===== config.mk =====
export PLATFORM = sky130hd
export DESIGN_NAME = keyboard_backlight_controller_flat
export DESIGN_NICKNAME = d
export VERILOG_FILES = /design/src/design/kbl_pkg.sv /design/src/design/kbl_in_if.sv /design/src/design/kbl_out_if.sv /design/src/design/keyboard_backlight_controller.sv /design/src/flat_wrapper.sv
export SDC_FILE = /design/constraint.sdc
export NUM_CORES = 1
export LEC_CHECK = 0
export ABC_AREA = 1
export BUFFER_PORTS_ARGS = -buffer_cell sky130_fd_sc_hd__buf_2
export CORE_UTILIZATION = 56
export DETAILED_ROUTE_END_ITERATION = 8
export PLACE_DENSITY = 0.84
export SETUP_SLACK_MARGIN = 0.4
export SYNTH_ARGS = -nofsm -noshare
export SYNTH_HDL_FRONTEND = slang
export SYNTH_SLANG_ARGS = --single-unit

===== constraint.sdc =====
create_clock -name clk -period 5.2 [get_ports clk]
set_input_delay 0.26 -clock clk [delete_from_list [all_inputs] [get_ports clk]]
set_output_delay 0.26 -clock clk [all_outputs]
set_load 0.05 [all_outputs]

===== src/design/kbl_pkg.sv =====
// ----------------------------------------------------------------------------
// kbl_pkg
// Shared types, codes and command constants of the keyboard backlight block.
// ----------------------------------------------------------------------------
package kbl_pkg;

    typedef enum logic [3:0] {
        OP_COLOR_NEXT = 4'd0,
        OP_LEVEL_DOWN = 4'd1,
        OP_LEVEL_UP   = 4'd2,
        OP_TOGGLE     = 4'd3,
        OP_WAKE       = 4'd4,
        OP_AIRPLANE   = 4'd5,
        OP_KEY        = 4'd6,
        OP_TICK       = 4'd7,
        OP_RESTORE    = 4'd8
    } op_t;

    typedef enum logic [1:0] {
        KIND_LED      = 2'd0,
        KIND_REPORT   = 2'd1,
        KIND_AIRPLANE = 2'd2
    } kind_t;

    typedef enum logic [2:0] {
        REG_LEVEL0      = 3'd0,
        REG_LEVEL1      = 3'd1,
        REG_LEVEL2      = 3'd2,
        REG_LEVEL3      = 3'd3,
        REG_DIM_BRIGHT  = 3'd4,
        REG_AUTO_DIM    = 3'd5,
        REG_DIM_KEEPS   = 3'd6,
        REG_DIM_TIMEOUT = 3'd7
    } reg_idx_t;

    localparam int unsigned MAX_RESULTS = 6;
    localparam int unsigned CFG_WIDTH   = 21;

    localparam logic [31:0] LED_ON      = 32'hE007F001;
    localparam logic [31:0] LED_OFF     = 32'hE0003001;
    localparam logic [31:0] LEVEL_CMD   = 32'hF4000000;
    localparam logic [31:0] COLOR_CMD0  = 32'hF0000000;
    localparam logic [31:0] COLOR_CMD1  = 32'hF1000000;
    localparam logic [31:0] COLOR_CMD2  = 32'hF2000000;
    localparam logic [31:0] RGB_CMD0    = 32'hF000FF00;
    localparam logic [31:0] RGB_CMD1    = 32'hF10000FF;
    localparam logic [31:0] RGB_CMD2    = 32'hF2FF0000;
    localparam logic [31:0] WHITE_CMD   = 32'h70000000;

    localparam logic [11:0] WORD_RESET  = 12'h012;
    localparam logic [11:0] OFF_MASK    = 12'hF0F;
    localparam logic [11:0] ON_BIT      = 12'h010;
    localparam logic [3:0]  COLOR_RGB   = 4'd7;
    localparam logic [3:0]  COLOR_WHITE = 4'd8;

    typedef struct packed {
        kind_t       kind;
        logic [31:0] command_word;
        logic [2:0]  report_level;
        logic [11:0] backlight_word;
    } result_t;

    // 24-bit color value of the plain colors 0-6
    function automatic logic [31:0] color_value(input logic [2:0] c);
        logic [31:0] v;
        unique case (c)
            3'd0:    v = 32'h00FF0000;
            3'd1:    v = 32'h0000FF00;
            3'd2:    v = 32'h00FFFFFF;
            3'd3:    v = 32'h00FFFF00;
            3'd4:    v = 32'h00FF00FF;
            3'd5:    v = 32'h000000FF;
            3'd6:    v = 32'h0000FFFF;
            default: v = 32'h00000000;
        endcase
        return v;
    endfunction

    // number of color commands sent for a color code
    function automatic logic [1:0] color_count(input logic [3:0] c);
        logic [1:0] n;
        if (c < COLOR_RGB)
            n = 2'd3;
        else if (c == COLOR_RGB)
            n = 2'd3;
        else if (c == COLOR_WHITE)
            n = 2'd1;
        else
            n = 2'd0;
        return n;
    endfunction

    // k-th color command of a color code
    function automatic logic [31:0] color_cmd(input logic [3:0] c, input logic [1:0] k);
        logic [31:0] w;
        if (c < COLOR_RGB) begin
            unique case (k)
                2'd0:    w = COLOR_CMD0 | color_value(c[2:0]);
                2'd1:    w = COLOR_CMD1 | color_value(c[2:0]);
                default: w = COLOR_CMD2 | color_value(c[2:0]);
            endcase
        end
        else if (c == COLOR_RGB) begin
            unique case (k)
                2'd0:    w = RGB_CMD0;
                2'd1:    w = RGB_CMD1;
                default: w = RGB_CMD2;
            endcase
        end
        else begin
            w = WHITE_CMD;
        end
        return w;
    endfunction

endpackage


===== src/design/kbl_in_if.sv =====
// ----------------------------------------------------------------------------
// kbl_in_if
// Event channel: valid/ready handshake with op code and saved word.
// ----------------------------------------------------------------------------
interface kbl_in_if;
    logic        valid;
    logic        ready;
    logic [3:0]  op;
    logic [11:0] saved_word;

    modport source (output valid, output op, output saved_word, input ready);
    modport sink   (input valid, input op, input saved_word, output ready);
endinterface


===== src/design/kbl_out_if.sv =====
// ----------------------------------------------------------------------------
// kbl_out_if
// Result channel: valid/ready handshake with one LED command or report.
// ----------------------------------------------------------------------------
interface kbl_out_if;
    logic        valid;
    logic        ready;
    logic [1:0]  kind;
    logic [31:0] command_word;
    logic [2:0]  report_level;
    logic [11:0] backlight_word;
    logic        last;

    modport source (output valid, output kind, output command_word, output report_level,
                    output backlight_word, output last, input ready);
    modport sink   (input valid, input kind, input command_word, input report_level,
                    input backlight_word, input last, output ready);
endinterface


===== src/design/keyboard_backlight_controller.sv =====
// ----------------------------------------------------------------------------
// keyboard_backlight_controller
// Backlight state, auto-dim countdown and LED command generation.
// ----------------------------------------------------------------------------
// Each accepted event is decoded in the cycle it is taken: the backlight word,
// flags and dim countdown update at once and the up to six results it causes
// are loaded into a six-entry result queue that drains one result per cycle
// while the result side is ready. An event therefore holds the output until
// all of its results are delivered (none to six; a toggle has the most), and
// a new event is taken in the same cycle the final result of the previous
// one is delivered, or at once when the queue is empty. Each result carries
// the backlight word as it stands when that result is made; a level command
// clears bits 3:2 of the word, so earlier results of a setup may still show
// them.
module keyboard_backlight_controller (
    input  logic                          clk,
    input  logic                          rst_n,
    input  logic                          cfg_we,
    input  logic [2:0]                    cfg_index,
    input  logic [kbl_pkg::CFG_WIDTH-1:0] cfg_data,
    kbl_in_if.sink                        events,
    kbl_out_if.source                     results
);

    // configuration registers
    logic [7:0]  level_word_reg [4];
    logic [3:0]  dim_brightness_reg;
    logic        auto_dim_enable_reg;
    logic        dim_keeps_light_reg;
    logic [20:0] dim_timeout_reg;

    // backlight state
    logic [11:0] light_word_reg, light_word_next;
    logic        switched_off_reg, switched_off_next;
    logic        is_dimmed_reg, is_dimmed_next;
    logic        dim_armed_reg, dim_armed_next;
    logic [20:0] dim_remaining_reg, dim_remaining_next;

    // result queue
    kbl_pkg::result_t queue_reg [kbl_pkg::MAX_RESULTS];
    kbl_pkg::result_t list_next [kbl_pkg::MAX_RESULTS];
    logic [2:0]       count_reg;
    logic [2:0]       list_count;

    logic accept;
    logic take;

    assign take   = results.valid && results.ready;
    assign events.ready = (count_reg == 3'd0) || (count_reg == 3'd1 && results.ready);
    assign accept = events.valid && events.ready;

    assign results.valid          = (count_reg != 3'd0);
    assign results.kind           = queue_reg[0].kind;
    assign results.command_word   = queue_reg[0].command_word;
    assign results.report_level   = queue_reg[0].report_level;
    assign results.backlight_word = queue_reg[0].backlight_word;
    assign results.last           = (count_reg == 3'd1);

    // event decode: next state and result list
    always_comb
    begin
        logic [11:0] w;
        logic [1:0]  lv;
        logic [2:0]  n;
        logic        setup;
        logic [3:0]  c;
        logic [1:0]  cc;

        w      = light_word_reg;
        lv     = light_word_reg[1:0];
        n      = 3'd0;
        setup  = 1'b0;
        c      = 4'd0;
        cc     = 2'd0;

        switched_off_next  = switched_off_reg;
        is_dimmed_next     = is_dimmed_reg;
        dim_armed_next     = dim_armed_reg;
        dim_remaining_next = dim_remaining_reg;

        for (int i = 0; i < kbl_pkg::MAX_RESULTS; i++)
        begin
            list_next[i] = '{kind: kbl_pkg::KIND_LED, command_word: 32'd0,
                             report_level: 3'd0, backlight_word: 12'd0};
        end

        unique case (events.op)
            kbl_pkg::OP_COLOR_NEXT:
            begin
                if (!switched_off_reg)
                begin
                    c = w[11:8];
                    w[11:8] = (c < kbl_pkg::COLOR_WHITE) ? c + 4'd1 : 4'd0;
                    cc = kbl_pkg::color_count(w[11:8]);
                    for (int k = 0; k < 3; k++)
                    begin
                        if (2'(k) < cc)
                        begin
                            list_next[n].command_word = kbl_pkg::color_cmd(w[11:8], 2'(k));
                            list_next[n].backlight_word = w;
                            n = n + 3'd1;
                        end
                    end
                end
            end
            kbl_pkg::OP_LEVEL_DOWN, kbl_pkg::OP_LEVEL_UP:
            begin
                if (!switched_off_reg)
                begin
                    if (events.op == kbl_pkg::OP_LEVEL_DOWN ? lv != 2'd0 : lv != 2'd3)
                    begin
                        lv = (events.op == kbl_pkg::OP_LEVEL_DOWN) ? lv - 2'd1 : lv + 2'd1;
                        // a level command clears bits 3:2 of the word
                        w = {w[11:4], 2'b00, lv};
                        list_next[n].command_word = kbl_pkg::LEVEL_CMD
                                                    | {24'd0, level_word_reg[lv]};
                        list_next[n].backlight_word = w;
                        n = n + 3'd1;
                    end
                    list_next[n].kind = kbl_pkg::KIND_REPORT;
                    list_next[n].report_level = {1'b0, lv} + 3'd1;
                    list_next[n].backlight_word = w;
                    n = n + 3'd1;
                end
            end
            kbl_pkg::OP_TOGGLE:
            begin
                if (!switched_off_reg)
                begin
                    w = w & kbl_pkg::OFF_MASK;
                    switched_off_next = 1'b1;
                end
                else
                begin
                    w = w | kbl_pkg::ON_BIT;
                    switched_off_next = 1'b0;
                end
                list_next[n].kind = kbl_pkg::KIND_REPORT;
                list_next[n].report_level = switched_off_next ? 3'd0 : {1'b0, lv} + 3'd1;
                list_next[n].backlight_word = w;
                n = n + 3'd1;
                setup = 1'b1;
            end
            kbl_pkg::OP_WAKE:
            begin
                setup = 1'b1;
            end
            kbl_pkg::OP_AIRPLANE:
            begin
                list_next[n].kind = kbl_pkg::KIND_AIRPLANE;
                list_next[n].backlight_word = w;
                n = n + 3'd1;
            end
            kbl_pkg::OP_KEY:
            begin
                if (auto_dim_enable_reg && !switched_off_reg)
                begin
                    dim_armed_next     = 1'b1;
                    dim_remaining_next = dim_timeout_reg;
                    if (is_dimmed_reg && w[4])
                    begin
                        setup          = 1'b1;
                        is_dimmed_next = 1'b0;
                    end
                end
            end
            kbl_pkg::OP_TICK:
            begin
                if (dim_armed_reg)
                begin
                    if (dim_remaining_reg <= 21'd1)
                    begin
                        dim_remaining_next = 21'd0;
                        dim_armed_next     = 1'b0;
                        is_dimmed_next     = 1'b1;
                        list_next[n].command_word = kbl_pkg::LEVEL_CMD
                            | {28'd0, dim_keeps_light_reg ? dim_brightness_reg : 4'd0};
                        list_next[n].backlight_word = w;
                        n = n + 3'd1;
                    end
                    else
                    begin
                        dim_remaining_next = dim_remaining_reg - 21'd1;
                    end
                end
            end
            kbl_pkg::OP_RESTORE:
            begin
                w = events.saved_word;
                setup = 1'b1;
            end
            default:
            begin
            end
        endcase

        // full setup: colors, level and on command, or the off command
        if (setup)
        begin
            if (w[4])
            begin
                cc = kbl_pkg::color_count(w[11:8]);
                for (int k = 0; k < 3; k++)
                begin
                    if (2'(k) < cc)
                    begin
                        list_next[n].command_word = kbl_pkg::color_cmd(w[11:8], 2'(k));
                        list_next[n].backlight_word = w;
                        n = n + 3'd1;
                    end
                end
                w = {w[11:4], 2'b00, w[1:0]};
                list_next[n].command_word = kbl_pkg::LEVEL_CMD
                                            | {24'd0, level_word_reg[w[1:0]]};
                list_next[n].backlight_word = w;
                n = n + 3'd1;
                list_next[n].command_word = kbl_pkg::LED_ON;
                list_next[n].backlight_word = w;
                n = n + 3'd1;
                dim_armed_next     = 1'b1;
                dim_remaining_next = dim_timeout_reg;
            end
            else
            begin
                list_next[n].command_word = kbl_pkg::LED_OFF;
                list_next[n].backlight_word = w;
                n = n + 3'd1;
                dim_armed_next     = 1'b0;
                dim_remaining_next = 21'd0;
            end
        end

        light_word_next = w;
        list_count      = n;
    end

    // configuration and state
    always_ff @(posedge clk or negedge rst_n)
    begin
        if (!rst_n)
        begin
            level_word_reg[0]   <= 8'd0;
            level_word_reg[1]   <= 8'd64;
            level_word_reg[2]   <= 8'd128;
            level_word_reg[3]   <= 8'd255;
            dim_brightness_reg  <= 4'd1;
            auto_dim_enable_reg <= 1'b1;
            dim_keeps_light_reg <= 1'b1;
            dim_timeout_reg     <= 21'd60000;
            light_word_reg      <= kbl_pkg::WORD_RESET;
            switched_off_reg    <= 1'b0;
            is_dimmed_reg       <= 1'b1;
            dim_armed_reg       <= 1'b0;
            dim_remaining_reg   <= 21'd0;
            count_reg           <= 3'd0;
        end
        else
        begin
            if (cfg_we)
            begin
                unique case (kbl_pkg::reg_idx_t'(cfg_index))
                    kbl_pkg::REG_LEVEL0:      level_word_reg[0]   <= cfg_data[7:0];
                    kbl_pkg::REG_LEVEL1:      level_word_reg[1]   <= cfg_data[7:0];
                    kbl_pkg::REG_LEVEL2:      level_word_reg[2]   <= cfg_data[7:0];
                    kbl_pkg::REG_LEVEL3:      level_word_reg[3]   <= cfg_data[7:0];
                    kbl_pkg::REG_DIM_BRIGHT:  dim_brightness_reg  <= cfg_data[3:0];
                    kbl_pkg::REG_AUTO_DIM:    auto_dim_enable_reg <= cfg_data[0];
                    kbl_pkg::REG_DIM_KEEPS:   dim_keeps_light_reg <= cfg_data[0];
                    kbl_pkg::REG_DIM_TIMEOUT: dim_timeout_reg     <= cfg_data[20:0];
                    default:
                    begin
                    end
                endcase
            end

            if (accept)
            begin
                light_word_reg    <= light_word_next;
                switched_off_reg  <= switched_off_next;
                is_dimmed_reg     <= is_dimmed_next;
                dim_armed_reg     <= dim_armed_next;
                dim_remaining_reg <= dim_remaining_next;
                count_reg         <= list_count;
            end
            else if (take)
            begin
                count_reg <= count_reg - 3'd1;
            end
        end
    end

    // result queue payload, head at entry zero
    always_ff @(posedge clk)
    begin
        if (accept)
        begin
            for (int i = 0; i < kbl_pkg::MAX_RESULTS; i++)
            begin
                queue_reg[i] <= list_next[i];
            end
        end
        else if (take)
        begin
            for (int i = 0; i < kbl_pkg::MAX_RESULTS - 1; i++)
            begin
                queue_reg[i] <= queue_reg[i + 1];
            end
        end
    end

endmodule


===== src/flat_wrapper.sv =====
// flat-port wrapper written by rule: the top's interface ports become plain ports
module keyboard_backlight_controller_flat 
  (clk, rst_n, cfg_we, cfg_index, cfg_data, events_valid, events_op, events_saved_word, events_ready, results_valid, results_kind, results_command_word, results_report_level, results_backlight_word, results_last, results_ready);
  kbl_in_if events_i ();
  kbl_out_if results_i ();
  input  logic clk;
  input  logic rst_n;
  input  logic cfg_we;
  input  logic [2:0] cfg_index;
  input  logic [kbl_pkg::CFG_WIDTH-1:0] cfg_data;
  input wire logic [$bits(events_i.valid)-1:0] events_valid;
  input wire logic [$bits(events_i.op)-1:0] events_op;
  input wire logic [$bits(events_i.saved_word)-1:0] events_saved_word;
  output wire logic [$bits(events_i.ready)-1:0] events_ready;
  output wire logic [$bits(results_i.valid)-1:0] results_valid;
  output wire logic [$bits(results_i.kind)-1:0] results_kind;
  output wire logic [$bits(results_i.command_word)-1:0] results_command_word;
  output wire logic [$bits(results_i.report_level)-1:0] results_report_level;
  output wire logic [$bits(results_i.backlight_word)-1:0] results_backlight_word;
  output wire logic [$bits(results_i.last)-1:0] results_last;
  input wire logic [$bits(results_i.ready)-1:0] results_ready;
  assign events_i.valid = events_valid;
  assign events_i.op = events_op;
  assign events_i.saved_word = events_saved_word;
  assign events_ready = events_i.ready;
  assign results_valid = results_i.valid;
  assign results_kind = results_i.kind;
  assign results_command_word = results_i.command_word;
  assign results_report_level = results_i.report_level;
  assign results_backlight_word = results_i.backlight_word;
  assign results_last = results_i.last;
  assign results_i.ready = results_ready;
  keyboard_backlight_controller u_core (.clk(clk), .rst_n(rst_n), .cfg_we(cfg_we), .cfg_index(cfg_index), .cfg_data(cfg_data), .events(events_i), .results(results_i));
endmodule

=== After elaboration in Yosys (flattened, before gate mapping) ===
Memories as Yosys holds them, arrays and structs flattened.
Cells that the tools add are included.

* Bits in latches: 0
* Output and inout port bits: 52
* ROM bits: 0
* Memory bits (writable): 294
* Memories: 1
* Word-level logic and storage cells: 366
* Bits in registers: 98

{| class="wikitable"
|+ Memories
! memory !! words !! bits a word !! rd ports !! clocked after memory_dff !! wr ports !! RTL line !! text
|-
| u_core.queue_reg || 6 || 49 || 6 || 0 || 6 || keyboard_backlight_controller.sv:40 || <nowiki>kbl_pkg::result_t queue_reg [kbl_pkg::MAX_RESULTS];</nowiki>
|}

* Add/sub/neg operators: 15
* Div/mod/pow operators: 0
* Bitwise logic cells: 15
* Equality and inequality tests: 39
* Mux-type cells: 214
* Reduce and logical (&&, ||, !) cells: 40
* Shifts and indexed selects: 0
* Multiply operators: 0
* $lt $le $gt $ge: 28

{| class="wikitable"
|+ Operators by type and width
! kind !! count
|-
| bitwise mux 294 bit || 19
|-
| two-way mux 294 bit || 17
|-
| demux 49 bit (select 3 bit) || 17
|-
| two-way mux 32 bit || 35
|-
| one-hot mux 245 bit (2 select lines) || 1
|-
| one-hot mux 24 bit (7 select lines) || 2
|-
| two-way mux 47 bit || 7
|-
| two-way mux 49 bit || 6
|-
| two-way mux 12 bit || 19
|-
| two-way mux 21 bit || 5
|-
| one-hot mux 32 bit (3 select lines) || 1
|-
| two-way mux 3 bit || 25
|-
| one-hot mux 12 bit (5 select lines) || 1
|-
| one-hot mux 21 bit (2 select lines) || 1
|-
| two-way mux 8 bit || 5
|-
| binary-select mux 8 bit (select 2 bit) || 2
|-
| greater-or-equal comparator 4 bit, second input constant || 8
|-
| less-than comparator 4 x 1 -> 1 bit, second input constant || 8
|-
| NOT 3 -> 4 bit || 8
|-
| == test 3 bit, second input constant || 10
|-
| adder 3 x 1 -> 3 bit, second input constant || 8
|-
| == test 4 x 3 -> 1 bit, second input constant || 6
|-
| two-way mux 1 bit || 24
|-
| two-way mux 2 bit || 12
|-
| 44 further kinds || 104
|}

=== Logic depth before layout (Yosys ltp) ===
Gate-level depths: netlist of the first run.

* Depth in word-level cells: 49
* Mapped depth: 35

=== Least setup slack after synthesis of the first run ===
OpenSTA, ideal clock, no wires.

* Path kind: reg-to-reg
* From: register u_core.light_word_reg[0]
* To: memory u_core.queue_reg[5][16] (netlist bit) (data pin)
* Setup time: 268 ps
* Setup slack: -55 ps
* Arrival: 4987 ps
* Stages on the path, launching flop included: 31
* Cells stage by stage: dfrtp_1 -> clkbuf_1 -> inv_1 -> clkbuf_1 -> clkbuf_1 -> ha_1 -> inv_1 -> o21ai_2 -> nand2_1 -> nand2_1 -> inv_2 -> nand3_2 -> buf_6 -> ha_1 -> inv_1 -> nand2_2 -> and2_1 -> ha_1 -> nand2_1 -> nand2_2 -> ha_1 -> nand2_1 -> nand2_2 -> ha_1 -> inv_1 -> nand3_2 -> nor2_1 -> nor2_1 -> nand2_1 -> o21bai_2 -> o21ai_0

{| class="wikitable"
|+ RTL lines
! what !! RTL line !! text
|-
| from (decl) || keyboard_backlight_controller.sv:33 || <nowiki>logic [11:0] light_word_reg, light_word_next;</nowiki>
|-
| from (signal assigned) || keyboard_backlight_controller.sv:250 || <nowiki>light_word_reg <= kbl_pkg::WORD_RESET;</nowiki>
|-
| from (signal assigned) || keyboard_backlight_controller.sv:278 || <nowiki>light_word_reg <= light_word_next;</nowiki>
|-
| to (decl) || keyboard_backlight_controller.sv:40 ||
|}

==> metrics.txt, run 1 <==
outcome=complete, no violations; XOR/XNOR Fraction of Synth Area=between 1 and 1.5%; Slew @ Worst Pin=around 1.1 ns; Max VDD drop=approximately 0.42 mV; crit end category=flip-flop; Initial Util=between 50% and 60%; Max clock buf depth=3; total track usage=between 30% and 40%; Async SR Flop Fraction=33.4%; root buffer cell=clkbuf_16; largest family of logic cells by synthesized area=simple AND/OR/NAND/NOR gates; largest cells by area after synthesis=edfxtp_1 34%, nand2_1 13%, dfrtp_1 11%; DR vias/cell=~6.1; top-area cell type share of the netlist area=34.2%; first-pass iteration count of the detailed router=6; Hold WC Path Type=input pin to flip-flop; CTS tree=done; syn nets=around 2,200; Placed Area=between 15,000 and 20,000 µm²; fin cells=approximately 2,700; diode count=0; WP data required=between 5 and 6 ns; largest net degree at the start of global routing=roughly 170; Placer Congestion=~1.0; Max Cap Violations=0; Yosys top cell by area=edfxtp_1; final net count=roughly 2,300; Mapped Area=17,100 µm²; I/O pin total=97; initial antenna violation count=1; clock slew at reported path FFs=around 0.060 ns; vias post-DR=16,200; critical path startpoint category=flip-flop; max reg flops=195; Setup CP Type=flip-flop to flip-flop; Synth Area in Adders=roughly 1.4%; port bufs=95; layout cells sized above 1=around 16%; Seq cells post-synth=between 200 and 300; clk_lat worst skew=~0.53 ns; final WL=roughly 56,000 µm; GRT overflow=0; syn avg cell area=7.98 µm²; core area=about 30,000 µm²; Post-route DRC=0; post-route minimum period=approximately 4.6 ns; post-route cell area=just under 20,000 µm²; Seq/Total Area, Yosys=between 40% and 50%; 1st-iter DRT viols=approximately 2,000; die area=between 30,000 and 40,000 µm²; Final Slew Violations=0; Final Setup Violations=0; fillers=roughly 2,500; Yosys warning count=0; post-DP HPWL=between 30,000 and 40,000 µm; area occupied by multi-input gates=between 7000 and 8000 µm²; Die X=approximately 180 µm; clock sinks=slightly below 300; row count=63; vias in the first global route=about 15,000; P&R area growth vs syn=14.4%; Gate Count Post-Synth=2,144; Clock Skew=0.0202 ns; Critical Path AT=4.87 ns; DRT antenna net count=0; H-tree depth=2; critical-path maximum fanout=16; Register Area=8340 µm²; Simple-Gate Fraction of Synth Area=between 20% and 30%; Hold WS=roughly 0.0039 ns; TritonCTS buffer count=34; Synth Flop Type=edfxtp_1; EDFF count, synth=between 150 and 200; Final TNS setup=0 ns; Die H=roughly 180 µm; Max Fclk=~220 MHz; RSZ-0062 raised after global routing=no; WL per Instance=approximately 21 µm; Final Hold Viols=0; global-route wire length before repair=approximately 86,000 µm; Slew HR=27.5%; Synth Area in Compound Gates=between 15 and 20%; mux contribution to synthesized area=less than 1%; post-route clock period utilization=between 80% and 90%; Cell variety after synth=60; Power Density=around 660 nW/µm²; Cells after DPL=2,577; P_leak=8.61 nW
[placed cells by master (no fill, tap or decap), types with 19 or more instances in the layout]
cell type | Yosys | final
dfstp_2 | 23 | 23
o22ai_1 | 30 | 30
buf_4 | 13 | 61
buf_2 | 12 | 94
o211ai_1 | 25 | 25
dfrtp_1 | 75 | 74
nand2_1 | 598 | 589
dlygate4sd3_1 | 0 | 19
clkbuf_16 | 0 | 34
o21ai_1 | 50 | 50
a31oi_1 | 25 | 25
a21oi_1 | 102 | 98
inv_1 | 175 | 172
nand2_2 | 18 | 23
a22oi_1 | 23 | 23
edfxtp_1 | 195 | 195
o21ai_0 | 192 | 192
nor2_1 | 183 | 172
nand3_1 | 131 | 129
inv_2 | 37 | 38
[repair_timing]
item                                    CTS  global route
cloned                                    0             0
hold buffers                             19             0
gates resized for setup                   4            37
setup buffers                             0            14
pin swaps                                 1             7
endpoints found under the setup margin   42           132
endpoints found under the hold margin    63             0
[final timing paths]
| path | startpoint | end | slack [ns] | cells after the start |
|---|---|---|---|---|
| hold / removal | cfg_data[5] | u_core.dim_timeout_reg[5]$_DFFE_PN1P_ | 0.004 | 3 |
| max in group asynchronous | rst_n | u_core.switched_off_reg$_DFFE_PN0P_ | 3.78 | 3 |
| setup / recovery | u_core.switched_off_reg$_DFFE_PN0P_ | u_core.queue_reg[1][39]$_DFFE_PP_ | 0.59 | 25 |
| setup reg to reg | u_core.switched_off_reg$_DFFE_PN0P_ | u_core.queue_reg[1][39]$_DFFE_PP_ | 0.59 | 25 |
| hold reg to reg | u_core.dim_brightness_reg[0]$_DFFE_PN1P_ | u_core.dim_brightness_reg[0]$_DFFE_PN1P_ | 0.49 | 2 |
| min in group asynchronous | rst_n | u_core.level_word_reg[14]$_DFFE_PN0P_ | 0.34 | 2 |
[stage by stage]
stage	power, mW	worst slack (ns)	util [%]
3_3_place_gp	10.0	0.297	60.5
2_1_floorplan	8.20	0.424	-
5_1_grt	13.5	0.400	65.5
3_5_place_dp	10.1	0.257	60.5
6_report	12.9	0.594	65.5
4_1_cts	12.4	0.411	64.6
[power breakdown]
group          total (mW)  internal (mW)  switching [mW]  leakage [nW]
clock                2.26           1.27           0.992         0.509
sequential           3.80           3.43           0.374          3.12
combinational        6.80           1.86            4.94          4.99
[synth_stat cells (12+ instances only)]
library cell / n
nand4_1: 15
buf_4: 13
dfrtp_1: 75
o22ai_1: 30
nand2_1: 598
xor2_1: 18
dfstp_2: 23
a31oi_1: 25
nor2_1: 183
nand3_1: 131
o21ai_0: 192
inv_1: 175
clkbuf_1: 72
o211ai_1: 25
a22oi_1: 23
inv_2: 37
o21ai_1: 50
ha_1: 17
a21oi_1: 102
nand2_2: 18
buf_2: 12
edfxtp_1: 195
nor3_1: 18
[kinds of logic after synthesis]
family | Yosys count
AO/OA/AOI/OAI | 480
XOR/XNOR | 20
adder cells (fa/ha/maj) | 18
buffers and inverters | 318
flip-flops | 293
multiplexers | 3
other | 1
AND/OR/NAND/NOR | 1011
[final cells by class]
cell class	count	area share, %
well taps	390	2.49
clock inverters	14	0.486
clock buffers	48	4.77
multi-input cells	1533	39.5
flip-flops and latches	293	42.6
repair buffers	179	6.05
inverters	215	4.15
[critical path: stages, from the launching register on]
cell     delay [ns]
dfrtp_2        0.47
inv_1          0.25
nand2_1        0.12
nor2_2         0.20
nor2_1         0.08
nand2_2        0.22
nor2_4         0.08
nand2_4        0.12
nand2_8        0.13
inv_4          0.14
nand2_2        0.11
nand2_1        0.11
ha_1           0.24
nand2_2        0.13
nand2_4        0.09
ha_1           0.28
nand2_1        0.08
nand2_2        0.11
ha_4           0.28
inv_2          0.13
nand3_4        0.13
nor2_4         0.23
buf_6          0.16
buf_4          0.12
o21ai_0        0.09
a22o_1         0.23
[metal layers]
metal	global-route usage [%]	wire length [µm]	vias up
li1	-	-	7468
met1	48.3	22500	7625
met2	57.8	26100	959
met3	7.09	5510	153
met4	13.4	1780	2
met5	0	8	-
Power figures use the tool's default switching activity.
==> run 2, diff against run 1 <==
Settings changed: MAX_ROUTING_LAYER set to met4, SLEW_MARGIN set to 25.
==> run 2 against run 1 <==
  * Hold slack better by 0.045 ns
  * Register-to-register slack better by 0.03 ns
  * Count of clock-buffer cells in the layout down 7
  * Cell area about the same
  * Die area unchanged
  * Highest routed layer is now met4
  * Clock power down 4%
  * Sequential power about the same
==> metrics.txt, run 2 (synthesis gave the netlist of run 1 again) <==
max incr delay on CP=0.50 ns (was 0.47 ns); Post-route DRC=0 (unchanged); Setup WS post-layout=0.628 ns (was 0.594 ns); Comb power frac=53.4% (was 52.9%); Final Setup Violations=0 (unchanged); Slew HR=37.3% (was 27.5%); Final TNS setup=0 ns (unchanged); final net count=2,314 (was 2,319); critical-path maximum fanout=16 (unchanged); Cell Int Power=6.50 mW (was 6.55 mW); final WL=55,500 µm (was 55,900 µm); Die H=177 µm (unchanged); max reg flops=195 (unchanged); Worst Hold Launch=cfg_index[1] (was cfg_data[5]); I/O pin total=97 (unchanged); cell family with most CP delay=simple AND/OR/NAND/NOR gates (unchanged); 1st-iter DRT viols=1,834 (was 1,990); vias post-DR=16,100 (was 16,200); P&R area growth vs syn=14.3% (was 14.4%); dpl ws=0.244 ns (was 0.257 ns); Final Slew Violations=0 (unchanged); root buffer cell=clkbuf_16 (unchanged); clock slew at reported path FFs=0.07 ns (was 0.06 ns); Critical Path AT=4.94 ns (was 4.87 ns); Crit-path slowest cell=dfrtp_1 (was dfrtp_2); Max VDD drop=0.370 mV (was 0.425 mV); die area=31,300 µm² (unchanged); Final Hold Viols=0 (unchanged); net load switching power=6.24 mW (was 6.30 mW); critical path startpoint category=flip-flop (unchanged); WL per Instance=20.8 µm (was 20.9 µm); layout cells sized above 1=15.9% (was 16.2%); Max Fclk=219 MHz (was 217 MHz); clk_lat worst skew=0.58 ns (was 0.53 ns); Hold WC Path Type=input pin to flip-flop (unchanged); P_leak=8.58 nW (was 8.61 nW); post-DP HPWL=38,800 µm (was 39,200 µm); Max Cap Violations=0 (unchanged); post-route clock period utilization=87.9% (was 88.6%); initial antenna violation count=1 (unchanged); Slew @ Worst Pin=0.930 ns (was 1.09 ns); row count=63 (unchanged); TritonCTS buffer count=31 (was 34); worst setup path startpoint=u_core.light_word_reg[11]$_DFFE_PN0P_ (was u_core.switched_off_reg$_DFFE_PN0P_); Power Density=651 nW/µm² (was 657 nW/µm²); DR vias/cell=6.02 (was 6.07); r2r startpoint=u_core.light_word_reg[11]$_DFFE_PN0P_ (was u_core.switched_off_reg$_DFFE_PN0P_); crit end category=flip-flop (unchanged); GRT overflow=0 (unchanged); global-route wire length before repair=86,000 µm (was 86,200 µm); WP data required=5.57 ns (was 5.47 ns); commonest non-fill, non-tap cell in the layout=nand2_1 (unchanged); clock power share=16.9% (was 17.6%); H-tree depth=1 (was 2); Die X=177 µm (unchanged); Placer Congestion=1.04 (about the same); RSZ-0062 raised after global routing=no (unchanged); Clock Skew=0.0159 ns (was 0.0202 ns); Buffers & Inverters on Critical Path=3 (was 5); post-route minimum period=4.57 ns (was 4.61 ns); total power=12.7 mW (was 12.9 mW); largest net degree at the start of global routing=165 (unchanged); sequential share of power=29.7% (was 29.6%); Initial Util=57.3% (unchanged); total track usage=37.0% (was 36.0%); commonest cells after routing, fill and taps aside=588 x nand2_1, 195 x edfxtp_1, 190 x o21ai_0, 172 x inv_1, 170 x nor2_1 (was 589 x nand2_1, 195 x edfxtp_1, 192 x o21ai_0, 172 x inv_1, 172 x nor2_1); sw frac=49.0% (about the same); core area=29,900 µm² (unchanged); outcome=complete, no violations (unchanged); clock sinks=293 (unchanged); DRT antenna net count=0 (unchanged); most used cell, CP=nand2_2 (unchanged); vias in the first global route=15,200 (was 15,300); Setup CP Type=flip-flop to flip-flop (unchanged); port bufs=95 (unchanged); first-pass iteration count of the detailed router=6 (unchanged); Max clock buf depth=3 (unchanged); CTS tree=done (unchanged)
run 2: changes by cell type in the layout (fill, tap and decap cells not counted), moves of 3 or more:
cell	change
clkbuf_16	-3
clkbuf_1	-4
clkinv_1	+5
dlygate4sd3_1	+3
buf_4	-8
run 2: tightest hold or removal path, stage by stage:
cell and delay, ns:
buf_2 0.11, nor2_1 0.07, a21oi_1 0.12, a31oi_1 0.05
run 2: final timing paths:
kind / end / slack [ns] / depth (start not counted)
worst max register to register: u_core.queue_reg[1][20]$_DFFE_PP_ / 0.63 / 25
min in group asynchronous: u_core.level_word_reg[13]$_DFFE_PN0P_ / 0.11 / 2
worst max-delay path: u_core.queue_reg[1][20]$_DFFE_PP_ / 0.63 / 25
worst min register to register: u_core.level_word_reg[31]$_DFFE_PN0P_ / 0.48 / 2
max in group asynchronous: u_core.light_word_reg[8]$_DFFE_PN0P_ / 4.02 / 3
worst min-delay path: u_core.auto_dim_enable_reg$_DFFE_PN1P_ / 0.05 / 4
run 2: per-stage QoR:
stage | cell area [µm²] | hold WS, ns | cells | util, %
after detailed placement | 18000 | 0.149 | 2568 | 60.3
final | 19600 | 0.0486 | 2667 | 65.5
after global placement | 18000 | 0.148 | 2568 | 60.3
after global routing | 19600 | 0.105 | 2666 | 65.5
after CTS | 19300 | 0.0350 | 2650 | 64.4
after floorplan | 17200 | -0.0356 | 2144 | -
run 2: repair_timing:
action	in CTS	in global routing
endpoints found under the hold margin	41	0
resized for setup	2	43
pin swaps	1	6
hold buffers	22	0
gates cloned	0	0
setup buffers	3	14
setup endpoints to repair	29	151
run 2: final cells by class:
| type | instances | area (µm²) |
|---|---|---|
| clock inverter | 16 | 124 |
| tap | 390 | 488 |
| timing repair buffer | 177 | 1210 |
| inverter | 215 | 810 |
| fill | 2513 | 10300 |
| sequential | 293 | 8340 |
| antenna | 2 | 5.00 |
| multi-input combinational | 1533 | 7740 |
| clock buffer | 41 | 843 |
run 2: metal layers:
metal,wire [µm],up-vias,global-route usage [%],share of wire [%]
li1,-,7462,-,-
met1,22600,7596,49.0,41
met2,25900,871,58.3,47
met3,5190,131,5.91,9.4
met4,1730,0,11.5,3.1
met5,0,-,-,0
run 2: power groups by stage:
stage | Combinational, mW | Sequential (mW) | Clock [mW]
after floorplan | 4.10 | 4.10 | 0
after global placement | 6.20 | 3.79 | 0
after detailed placement | 6.24 | 3.81 | 0
after CTS | 6.34 | 3.78 | 2.17
after global routing | 7.33 | 3.86 | 2.25
final | 6.80 | 3.78 | 2.16
